--- config.mk ---
export PLATFORM = sky130hd
export DESIGN_NAME = julian_day_calendar_converter
export DESIGN_NICKNAME = d
export VERILOG_FILES = /design/src/hw/rtl/jdc_pkg.sv /design/src/hw/rtl/jdc_date2jdn.sv /design/src/hw/rtl/jdc_jdn2date.sv /design/src/hw/rtl/julian_day_calendar_converter.sv
export VERILOG_INCLUDE_DIRS = /design/src /design/src/hw/rtl
export SDC_FILE = /design/constraint.sdc
export NUM_CORES = 2
export LEC_CHECK = 0
export BUFFER_PORTS_ARGS = -buffer_cell sky130_fd_sc_hd__buf_2
export CORE_MARGIN = 4
export CORE_UTILIZATION = 33
export DETAILED_ROUTE_END_ITERATION = 7
export PLACE_DENSITY_LB_ADDON = 0.12
export SETUP_SLACK_MARGIN = 0.05
export SLEW_MARGIN = 20
export SYNTH_ARGS = -nofsm -noshare
export SYNTH_HDL_FRONTEND = slang
export SYNTH_HIERARCHICAL = 1
export SYNTH_SLANG_ARGS = --single-unit
--- constraint.sdc ---
create_clock -name i_clk -period 9.65 [get_ports i_clk]
set_input_delay 0.4825 -clock i_clk [delete_from_list [all_inputs] [get_ports i_clk]]
set_output_delay 0.4825 -clock i_clk [all_outputs]
set_load 0.03 [all_outputs]
--- src/hw/rtl/julian_day_calendar_converter_macros.svh ---
// ----------------------------------------------------------------------------
// Julian day converter assertion macros
// Concurrent assertion wrappers used by the top-level converter module.
// ----------------------------------------------------------------------------
`ifndef JULIAN_DAY_CALENDAR_CONVERTER_MACROS_SVH
`define JULIAN_DAY_CALENDAR_CONVERTER_MACROS_SVH
`ifndef NO_ASSERTIONS
// Overlapping implication: cons is checked in the same cycle as ante.
`define JDC_ASSERT_SAME(name, clk, rst_n, ante, cons) \
    name: assert property (@(posedge clk) disable iff (!rst_n) (ante) |-> (cons)) \
        else $error("jdc assertion failed");
// Non-overlapping implication: cons is checked in the cycle after ante.
`define JDC_ASSERT_NEXT(name, clk, rst_n, ante, cons) \
    name: assert property (@(posedge clk) disable iff (!rst_n) (ante) |=> (cons)) \
        else $error("jdc assertion failed");
`else
`define JDC_ASSERT_SAME(name, clk, rst_n, ante, cons)
`define JDC_ASSERT_NEXT(name, clk, rst_n, ante, cons)
`endif
`endif

--- src/hw/rtl/jdc_pkg.sv ---
// ----------------------------------------------------------------------------
// Julian day converter package
// Types, constants and the month offset table shared by the converter.
// ----------------------------------------------------------------------------
package jdc_pkg;

    typedef logic signed [14:0] t_year;
    typedef logic        [3:0]  t_month;
    typedef logic        [4:0]  t_day;
    typedef logic        [22:0] t_jdn;

    typedef enum logic {
        CMD_TO_JDN  = 1'b0,
        CMD_TO_DATE = 1'b1
    } t_cmd;

    typedef struct packed {
        t_cmd cmd;
        logic err;
    } t_ctl;

    // Registers inside each datapath module between the input and output registers.
    localparam int PIPE_DEPTH = 4;
    // Edges from acceptance to the edge that takes the result beat.
    localparam int RESULT_LAT = PIPE_DEPTH + 2;

    localparam t_year  YEAR_MIN  = -15'sd4713;
    localparam t_year  YEAR_MAX  = 15'sd9999;
    localparam t_month MONTH_MIN = 4'd1;
    localparam t_month MONTH_MAX = 4'd12;
    localparam t_day   DAY_MIN   = 5'd1;
    localparam t_day   DAY_MAX   = 5'd31;
    localparam t_jdn   JDN_MAX   = 23'd5373484;

    // Calendar switch, 1582-10-15.
    localparam t_year  SWITCH_YEAR  = 15'sd1582;
    localparam t_month SWITCH_MONTH = 4'd10;
    localparam t_day   SWITCH_DAY   = 5'd15;
    localparam t_jdn   GREG_JDN     = 23'd2299161;

    localparam t_jdn  JDN_EPOCH   = 23'd1720995;
    localparam t_jdn  ALPHA_BASE  = 23'd1867216;
    localparam t_jdn  DAY_OFFSET  = 23'd1524;
    localparam t_year YEAR_BASE   = 15'sd4715;
    localparam logic [11:0] DAYS_4Y = 12'd1461;
    // 100*b - 12210 over 36525 is reduced by 5 to 20*b - 2442 over 7305.
    localparam logic [26:0] C_BIAS = 27'd2442;

    // Reciprocals: floor(x*R / 2^S) equals floor(x / divisor) over the used x range.
    localparam logic [22:0] ALPHA_RECIP = 23'd7525902;   // divisor 146097, x < 2^24
    localparam int          ALPHA_SHIFT = 40;
    localparam logic [27:0] C_RECIP     = 28'd150514939; // divisor 7305, x < 2^27
    localparam int          C_SHIFT     = 40;
    localparam logic [11:0] CENT_RECIP  = 12'd2622;      // divisor 25, x < 2500
    localparam int          CENT_SHIFT  = 16;

    localparam int E_MAX = 16;

    // floor(30.6001 * e) for the month codes of the scheme.
    function automatic logic [8:0] f30(input logic [4:0] e);
        logic [8:0] v;
        unique case (e)
            5'd1:    v = 9'd30;
            5'd2:    v = 9'd61;
            5'd3:    v = 9'd91;
            5'd4:    v = 9'd122;
            5'd5:    v = 9'd153;
            5'd6:    v = 9'd183;
            5'd7:    v = 9'd214;
            5'd8:    v = 9'd244;
            5'd9:    v = 9'd275;
            5'd10:   v = 9'd306;
            5'd11:   v = 9'd336;
            5'd12:   v = 9'd367;
            5'd13:   v = 9'd397;
            5'd14:   v = 9'd428;
            5'd15:   v = 9'd459;
            5'd16:   v = 9'd489;
            default: v = 9'd0;
        endcase
        return v;
    endfunction

endpackage

--- src/hw/rtl/jdc_date2jdn.sv ---
// ----------------------------------------------------------------------------
// Date to day number datapath
// Two working stages, then delay registers to match the reverse path.
// ----------------------------------------------------------------------------
module jdc_date2jdn import jdc_pkg::*; (
    input  logic   i_clk,
    input  t_year  i_year,
    input  t_month i_month,
    input  t_day   i_day,
    output t_jdn   o_day_number
);

    logic signed [14:0] n_y1;
    logic signed [14:0] n_iy;
    logic signed [14:0] n_jy;
    logic               n_late;
    logic        [4:0]  n_jm;
    logic               n_greg;
    logic signed [26:0] n_py;
    logic        [23:0] n_pc;

    logic signed [26:0] r_py;
    logic        [23:0] r_pc;
    logic               r_greg;
    logic        [8:0]  r_f30;
    t_day               r_day;

    logic        [6:0]  n_cent;
    logic        [24:0] n_adj;
    logic        [24:0] n_sum;

    t_jdn r_jdn [PIPE_DEPTH-1];

    // Stage 1: shift the year so that January and February close the
    // previous year, then form 1461*jy and the century reciprocal product.
    always_comb begin
        n_y1   = (i_year == '0) ? 15'sd1 : i_year;
        n_iy   = n_y1[14] ? (n_y1 + 15'sd1) : n_y1;
        n_late = (i_month > 4'd2);
        n_jy   = n_late ? n_iy : (n_iy - 15'sd1);
        n_jm   = n_late ? (5'(i_month) + 5'd1) : (5'(i_month) + 5'd13);
        n_greg = (n_iy > SWITCH_YEAR) ||
                 ((n_iy == SWITCH_YEAR) &&
                  ((i_month > SWITCH_MONTH) ||
                   ((i_month == SWITCH_MONTH) && (i_day >= SWITCH_DAY))));
        n_py   = 27'(n_jy) * $signed({15'd0, DAYS_4Y});
        n_pc   = 24'(n_jy[13:2]) * 24'(CENT_RECIP);
    end

    always_ff @(posedge i_clk) begin
        r_py   <= n_py;
        r_pc   <= n_pc;
        r_greg <= n_greg;
        r_f30  <= f30(n_jm);
        r_day  <= i_day;
    end

    // Stage 2: sum the terms; the Gregorian correction is 2 - cent + cent/4.
    always_comb begin
        n_cent = r_pc[CENT_SHIFT+6:CENT_SHIFT];
        n_adj  = r_greg ? (25'd2 + 25'(n_cent[6:2]) - 25'(n_cent)) : 25'd0;
        n_sum  = 25'(r_day) + 25'(r_f30) + 25'(r_py >>> 2) + 25'(JDN_EPOCH) + n_adj;
    end

    always_ff @(posedge i_clk) begin
        r_jdn[0] <= n_sum[22:0];
        for (int i = 1; i < PIPE_DEPTH - 1; i++) begin
            r_jdn[i] <= r_jdn[i-1];
        end
    end

    assign o_day_number = r_jdn[PIPE_DEPTH-2];

endmodule

--- src/hw/rtl/jdc_jdn2date.sv ---
// ----------------------------------------------------------------------------
// Day number to date datapath
// Four registered stages; the month search and year fix-up follow the last.
// ----------------------------------------------------------------------------
module jdc_jdn2date import jdc_pkg::*; (
    input  logic   i_clk,
    input  t_jdn   i_day_number,
    output t_year  o_year,
    output t_month o_month,
    output t_day   o_day
);

    logic [22:0] n_t;
    logic [23:0] n_xa;
    logic [46:0] n_pa;
    logic [6:0]  r1_alpha;
    t_jdn        r1_jdn;
    logic        r1_greg;

    logic [7:0]  n_corr;
    logic [22:0] n_a;
    logic [22:0] n_b;
    logic [26:0] n_x;
    logic [22:0] r2_b;
    logic [26:0] r2_x;

    logic [54:0] n_pc;
    logic [13:0] r3_c;
    logic [22:0] r3_b;

    logic [22:0] n_d;
    logic [22:0] n_g;
    logic [8:0]  r4_g;
    logic [13:0] r4_c;

    logic [4:0]         n_e;
    logic [4:0]         n_m;
    logic [8:0]         n_dd;
    logic signed [14:0] n_y;

    // Stage 1: alpha = floor((4*(jdn - 1867216) - 1) / 146097).
    always_comb begin
        n_t  = i_day_number - ALPHA_BASE;
        n_xa = {n_t[21:0], 2'b00} - 24'd1;
        n_pa = 47'(n_xa) * 47'(ALPHA_RECIP);
    end

    always_ff @(posedge i_clk) begin
        r1_alpha <= n_pa[ALPHA_SHIFT+6:ALPHA_SHIFT];
        r1_jdn   <= i_day_number;
        r1_greg  <= (i_day_number >= GREG_JDN);
    end

    // Stage 2: a, b and the scaled numerator for the year count c.
    always_comb begin
        n_corr = 8'd1 + {1'b0, r1_alpha} - {3'd0, r1_alpha[6:2]};
        n_a    = r1_jdn + (r1_greg ? 23'(n_corr) : 23'd0);
        n_b    = n_a + DAY_OFFSET;
        n_x    = {n_b, 4'b0000} + {2'b00, n_b, 2'b00} - C_BIAS;
    end

    always_ff @(posedge i_clk) begin
        r2_b <= n_b;
        r2_x <= n_x;
    end

    // Stage 3: c = floor(x / 7305).
    assign n_pc = 55'(r2_x) * 55'(C_RECIP);

    always_ff @(posedge i_clk) begin
        r3_c <= n_pc[C_SHIFT+13:C_SHIFT];
        r3_b <= r2_b;
    end

    // Stage 4: days counted from the start of the shifted year.
    always_comb begin
        n_d = 23'(r3_c) * 23'd365 + 23'(r3_c[13:2]);
        n_g = r3_b - n_d;
    end

    always_ff @(posedge i_clk) begin
        r4_g <= n_g[8:0];
        r4_c <= r3_c;
    end

    // Month code e is the largest e with floor(30.6001*e) below g; since
    // 30.6001*e is never whole here, that is also floor(g / 30.6001).
    always_comb begin
        n_e = '0;
        for (int k = 1; k <= E_MAX; k++) begin
            if (r4_g > f30(5'(k))) begin
                n_e = 5'(k);
            end
        end
        n_dd = r4_g - f30(n_e);
        n_m  = n_e - 5'd1;
        if (n_m > 5'd12) begin
            n_m = n_m - 5'd12;
        end
        n_y = $signed({1'b0, r4_c}) - YEAR_BASE;
        if (n_m > 5'd2) begin
            n_y = n_y - 15'sd1;
        end
        if (n_y <= 15'sd0) begin
            n_y = n_y - 15'sd1;
        end
    end

    assign o_year  = n_y;
    assign o_month = n_m[3:0];
    assign o_day   = n_dd[4:0];

endmodule

--- src/hw/rtl/julian_day_calendar_converter.sv ---
// ----------------------------------------------------------------------------
// Julian day calendar converter
// Converts a calendar date to a Julian day number or a day number to a date.
// ----------------------------------------------------------------------------
//
//  Channel   Handshake             Beat contents
//  -------   -------------------   ---------------------------------------------
//  command   start / busy          i_command, i_year, i_month, i_day, i_day_number
//  result    o_strobe (one cycle)  o_day_number, o_year, o_month, o_day,
//                                  o_range_error
//
// A command beat is taken at every rising edge where start is high and busy
// is low; busy is held low, so one beat can be taken in every cycle.
// Each result beat passes through an input register, the four pipeline
// registers of the day-number-to-date path (the alpha and year-count
// reciprocal multipliers set this depth), and the result register. The
// date-to-day-number path is padded to the same depth.
// The synchronous reset clears the valid chain and drops any beat in flight.
// The result side cannot stall, so the pipeline never holds.
// ----------------------------------------------------------------------------
`include "julian_day_calendar_converter_macros.svh"

module julian_day_calendar_converter import jdc_pkg::*; (
    input  logic   i_clk,
    input  logic   i_rst_n,
    input  logic   start,
    output logic   busy,
    input  logic   i_command,
    input  t_year  i_year,
    input  t_month i_month,
    input  t_day   i_day,
    input  t_jdn   i_day_number,
    output logic   o_strobe,
    output t_jdn   o_day_number,
    output t_year  o_year,
    output t_month o_month,
    output t_day   o_day,
    output logic   o_range_error
);

    logic accept;
    logic n_err;

    // Input register. The payload loads every cycle; only the valid chain
    // says which slots carry a real beat.
    t_year  r_year;
    t_month r_month;
    t_day   r_day;
    t_jdn   r_jdn;

    logic r_vld [PIPE_DEPTH+1];
    t_ctl r_ctl [PIPE_DEPTH+1];

    t_jdn   w_day_number;
    t_year  w_year;
    t_month w_month;
    t_day   w_day;

    t_jdn   n_out_jdn;
    t_year  n_out_year;
    t_month n_out_month;
    t_day   n_out_day;

    logic   r_strobe;
    t_jdn   r_out_jdn;
    t_year  r_out_year;
    t_month r_out_month;
    t_day   r_out_day;
    logic   r_out_err;

    assign busy   = 1'b0;
    assign accept = start && !busy;

    // The range check looks only at the fields that the command uses.
    always_comb begin
        if (t_cmd'(i_command) == CMD_TO_DATE) begin
            n_err = (i_day_number > JDN_MAX);
        end else begin
            n_err = (i_year < YEAR_MIN) || (i_year > YEAR_MAX) ||
                    (i_month < MONTH_MIN) || (i_month > MONTH_MAX) ||
                    (i_day < DAY_MIN) || (i_day > DAY_MAX);
        end
    end

    always_ff @(posedge i_clk) begin
        r_year   <= i_year;
        r_month  <= i_month;
        r_day    <= i_day;
        r_jdn    <= i_day_number;
        r_ctl[0] <= '{cmd: t_cmd'(i_command), err: n_err};
        for (int i = 1; i <= PIPE_DEPTH; i++) begin
            r_ctl[i] <= r_ctl[i-1];
        end
    end

    // Valid chain, one bit per pipeline slot.
    always_ff @(posedge i_clk) begin
        if (!i_rst_n) begin
            for (int i = 0; i <= PIPE_DEPTH; i++) begin
                r_vld[i] <= 1'b0;
            end
        end else begin
            r_vld[0] <= accept;
            for (int i = 1; i <= PIPE_DEPTH; i++) begin
                r_vld[i] <= r_vld[i-1];
            end
        end
    end

    // Both paths run on every beat; the command picks which one is shown.
    jdc_date2jdn u_date2jdn (
        .i_clk        (i_clk),
        .i_year       (r_year),
        .i_month      (r_month),
        .i_day        (r_day),
        .o_day_number (w_day_number)
    );

    jdc_jdn2date u_jdn2date (
        .i_clk        (i_clk),
        .i_day_number (r_jdn),
        .o_year       (w_year),
        .o_month      (w_month),
        .o_day        (w_day)
    );

    // Result register. An out-of-range beat reports only the error flag.
    always_ff @(posedge i_clk) begin
        if (!i_rst_n) begin
            r_strobe <= 1'b0;
        end else begin
            r_strobe <= r_vld[PIPE_DEPTH];
        end
    end

    always_comb begin
        n_out_jdn   = '0;
        n_out_year  = '0;
        n_out_month = '0;
        n_out_day   = '0;
        if (!r_ctl[PIPE_DEPTH].err) begin
            unique case (r_ctl[PIPE_DEPTH].cmd)
                CMD_TO_JDN: begin
                    n_out_jdn = w_day_number;
                end
                CMD_TO_DATE: begin
                    n_out_year  = w_year;
                    n_out_month = w_month;
                    n_out_day   = w_day;
                end
                default: begin
                    n_out_jdn = '0;
                end
            endcase
        end
    end

    always_ff @(posedge i_clk) begin
        r_out_jdn   <= n_out_jdn;
        r_out_year  <= n_out_year;
        r_out_month <= n_out_month;
        r_out_day   <= n_out_day;
        r_out_err   <= r_ctl[PIPE_DEPTH].err;
    end

    assign o_strobe      = r_strobe;
    assign o_day_number  = r_out_jdn;
    assign o_year        = r_out_year;
    assign o_month       = r_out_month;
    assign o_day         = r_out_day;
    assign o_range_error = r_out_err;

    // Every taken command yields its result beat after the fixed latency.
    `JDC_ASSERT_SAME(a_fixed_latency, i_clk, i_rst_n, accept, ##(RESULT_LAT) o_strobe)
    // No result beat without a beat at the end of the pipeline.
    `JDC_ASSERT_NEXT(a_no_spurious, i_clk, i_rst_n, !r_vld[PIPE_DEPTH], !o_strobe)
    // An error beat carries nothing but the flag.
    `JDC_ASSERT_SAME(a_err_zero, i_clk, i_rst_n, o_strobe && o_range_error,
        (o_day_number == '0) && (o_year == '0) && (o_month == '0) && (o_day == '0))
    // A decoded date never shows year zero and never mixes with a day number.
    `JDC_ASSERT_SAME(a_date_shape, i_clk, i_rst_n, o_strobe && (o_month != '0),
        (o_year != '0) && (o_day != '0) && (o_day_number == '0) && !o_range_error)

endmodule
==> out/metrics.cfg <==
[logic_synthesis]
syn_inst=4194
synth-seq-cells=336
ys.flop_type=dfxtp_1
synthTopCellsByArea=fa_1 29%, ha_1 24%, dfxtp_1 16%
synth_top_area_cell=fa_1
synthArstFlopShare_pct=0
synth.distinct_cells=100
synthMuxAreaShare_pct=0.422
synthSimpleGateAreaFrac_pct=7.51
synth_compound_area_share_pct=7.96
ys_warn_count=6
synth-seq-area-share_pct=16.0
yosys.area.top_type_share_pct=28.5
synth_common_cells=1008 x inv_1, 820 x ha_1, 600 x fa_1
synth_top_family_by_area=adder cells
synth_fa_ha_area_share_pct=52.9
synth.avg_cell_area_um2=10.0
synth-edff-count=0
synth-xor-area-share_pct=5.30
syn_nets=5665
syn_area_um2=42100
yosysMostFrequentCell=inv_1

[clock_network]
cts_buffer_depth=3
cts_tree=done
clkSinkCount=336
post_cts_buffers=0
cts_resized=0
cts-root-buf=clkbuf_16
htree_num_levels=2
cts_buffers=43
clk_pin_slew_ns=0.06
worstSkewPairLatency_ns=0.59

[sta]
period_share_pct=92.3
tns_ns=0
finalHoldViolations=0
fin_crit_ns=8.91
setup_viol=0
slew_headroom_pct=41.1
worst_pin_slew_ns=0.874
finClkSkew_ns=0.0336
drv_slew=0
max_freq_mhz=112
rsz0062_at_grt=no

[final_layout]
fillerInstances=12700
multi_input_area_um2=31200
regArea_um2=6730
fin_nets=5808
area_delta_synth_final_pct=10.1
drive_gt1_share_pct=6.00

[setup_path]
start_kind=flop
endpoint_kind=flop
cp_slowest_cell=nor4b_1
critical_path_required_ns=10.11
cpMostUsedCell=fa_1
cp.arrival_ns=9.37
cp_slowest_stage_delay_ns=0.68
r2r_cells=28
cp_max_fo=8
critPathKind=flop to flop

[global_route]
grt_max_degree=25
gr-usage-all-layers_pct=15.3
grt-ovfl-total=0
grt_pass1_vias=28600
grt_pass1_wl_um=160000
antenna_found_initial=1

[floorplanning]
top_level_ports=101
die_x_um=365
initial_core_util_pct=33.4
dieArea_um2=133000
fp.dieH_um=365
coreArea_um2=126000
rows=130

[detailed_routing]
drt_iter0_drc=932
drt_wl_total_um=99300
drt-pass1-iter-count=5
drtAntennaViolNets=0
drc_errors=0
wl_per_cell_um=16.5
viasPerCell=4.48
num_vias=27000

[status]
status=finished clean

[placed_design]
gp_congestion=0.846
hpwl_um=88100
io_buffer_count=99

[hold_path]
holdPathStages=1
hp-class=input port to flop

[run]
maxCapViolCount=0

layer usage:
| layer | global-route usage, % | wire (um) |
|---|---|---|
| met5 | 0 | 0 |
| met4 | 2.29 | 1250 |
| met3 | 1.55 | 2840 |
| met2 | 24.3 | 44000 |
| met1 | 22.8 | 51200 |
cell type report:
cell class	instances	share of cell area, %
tap	1650	4.46
clock inverter	25	0.799
sequential	336	14.5
multi-input combinational	2789	67.4
inverter	1010	8.18
timing repair buffer	157	2.18
antenna	1	0.00540
clock buffer	52	2.50
kinds of logic (layout without fill, tap and decap cells):
kind of cell | Yosys count | after routing
multiplexers | 16 | 16
XOR/XNOR | 249 | 249
other | 1 | 2
adder cells (fa/ha/maj) | 1420 | 1420
buffers and inverters | 1069 | 1244
AND/OR/NAND/NOR | 608 | 608
AO/OA/AOI/OAI | 495 | 495
flip-flops | 336 | 336
stage by stage:
step	hold WS [ns]	instances	utilization (%)	setup slack (ns)	instance area [um2]
after floorplan	0.310	4194	-	1.74	42100
after global placement	0.312	5910	35.3	0.693	44500
after detailed placement	0.312	5910	35.3	0.661	44500
after CTS	0.000500	6019	36.7	0.631	46300
after global routing	0.00742	6019	36.7	0.117	46300
final	0.0425	6020	36.8	0.742	46300
timing repair:
item	4_1_cts	5_1_grt
hold buffers	32	0
endpoints found under the setup margin	0	0
hold endpoints to repair	32	0
final timing paths:
path	end	slack, ns	from
worst max-delay path	u_jdn2date/r1_alpha[6]$_DFF_P_	0.74	r_jdn[0]$_DFF_P_
worst min-delay path	r_year[8]$_DFF_P_	0.04	i_year[8]
worst max register to register	u_jdn2date/r1_alpha[6]$_DFF_P_	0.74	r_jdn[0]$_DFF_P_
worst min register to register	u_date2jdn/r_jdn[0][23]$_DFF_P_	0.30	u_date2jdn/r_jdn[0][0]$_DFF_P_
layout by cell type (no fill, tap or decap), types with 55 or more instances in the layout:
cell type	instances
and2_1	71
a21o_1	73
xnor2_1	155
nand3_1	55
ha_1	820
a21oi_1	136
o21ai_0	85
fa_1	600
xor2_1	87
inv_1	1008
nand2_1	120
buf_2	99
nor2_1	142
dfxtp_1	336
state kept, by name, indices dropped and copies added, names as in the netlist, 10 cells and up:
signal             flops
o_day_number          23
o_year                15
r_ctl                 10
r_jdn                 23
r_year                15
u_date2jdn/r_jdn      69
u_date2jdn/r_py       23
u_jdn2date/r1_jdn     23
u_jdn2date/r2_x       25
u_jdn2date/r3_c       14
u_jdn2date/r4_c       14
worst max-delay path: cells and delay by family (launching register included):
kind,cells,cell delay [ns]
fa+ha+maj,9,3.91
flops,1,0.30
buf+inv,4,0.55
xor+xnor,2,0.26
simple gates,8,2.07
compound gates,5,1.71
Power is left out: the tool's default activity adds up to more than one toggle a clock period on the data nets, which glitch-free logic cannot reach.
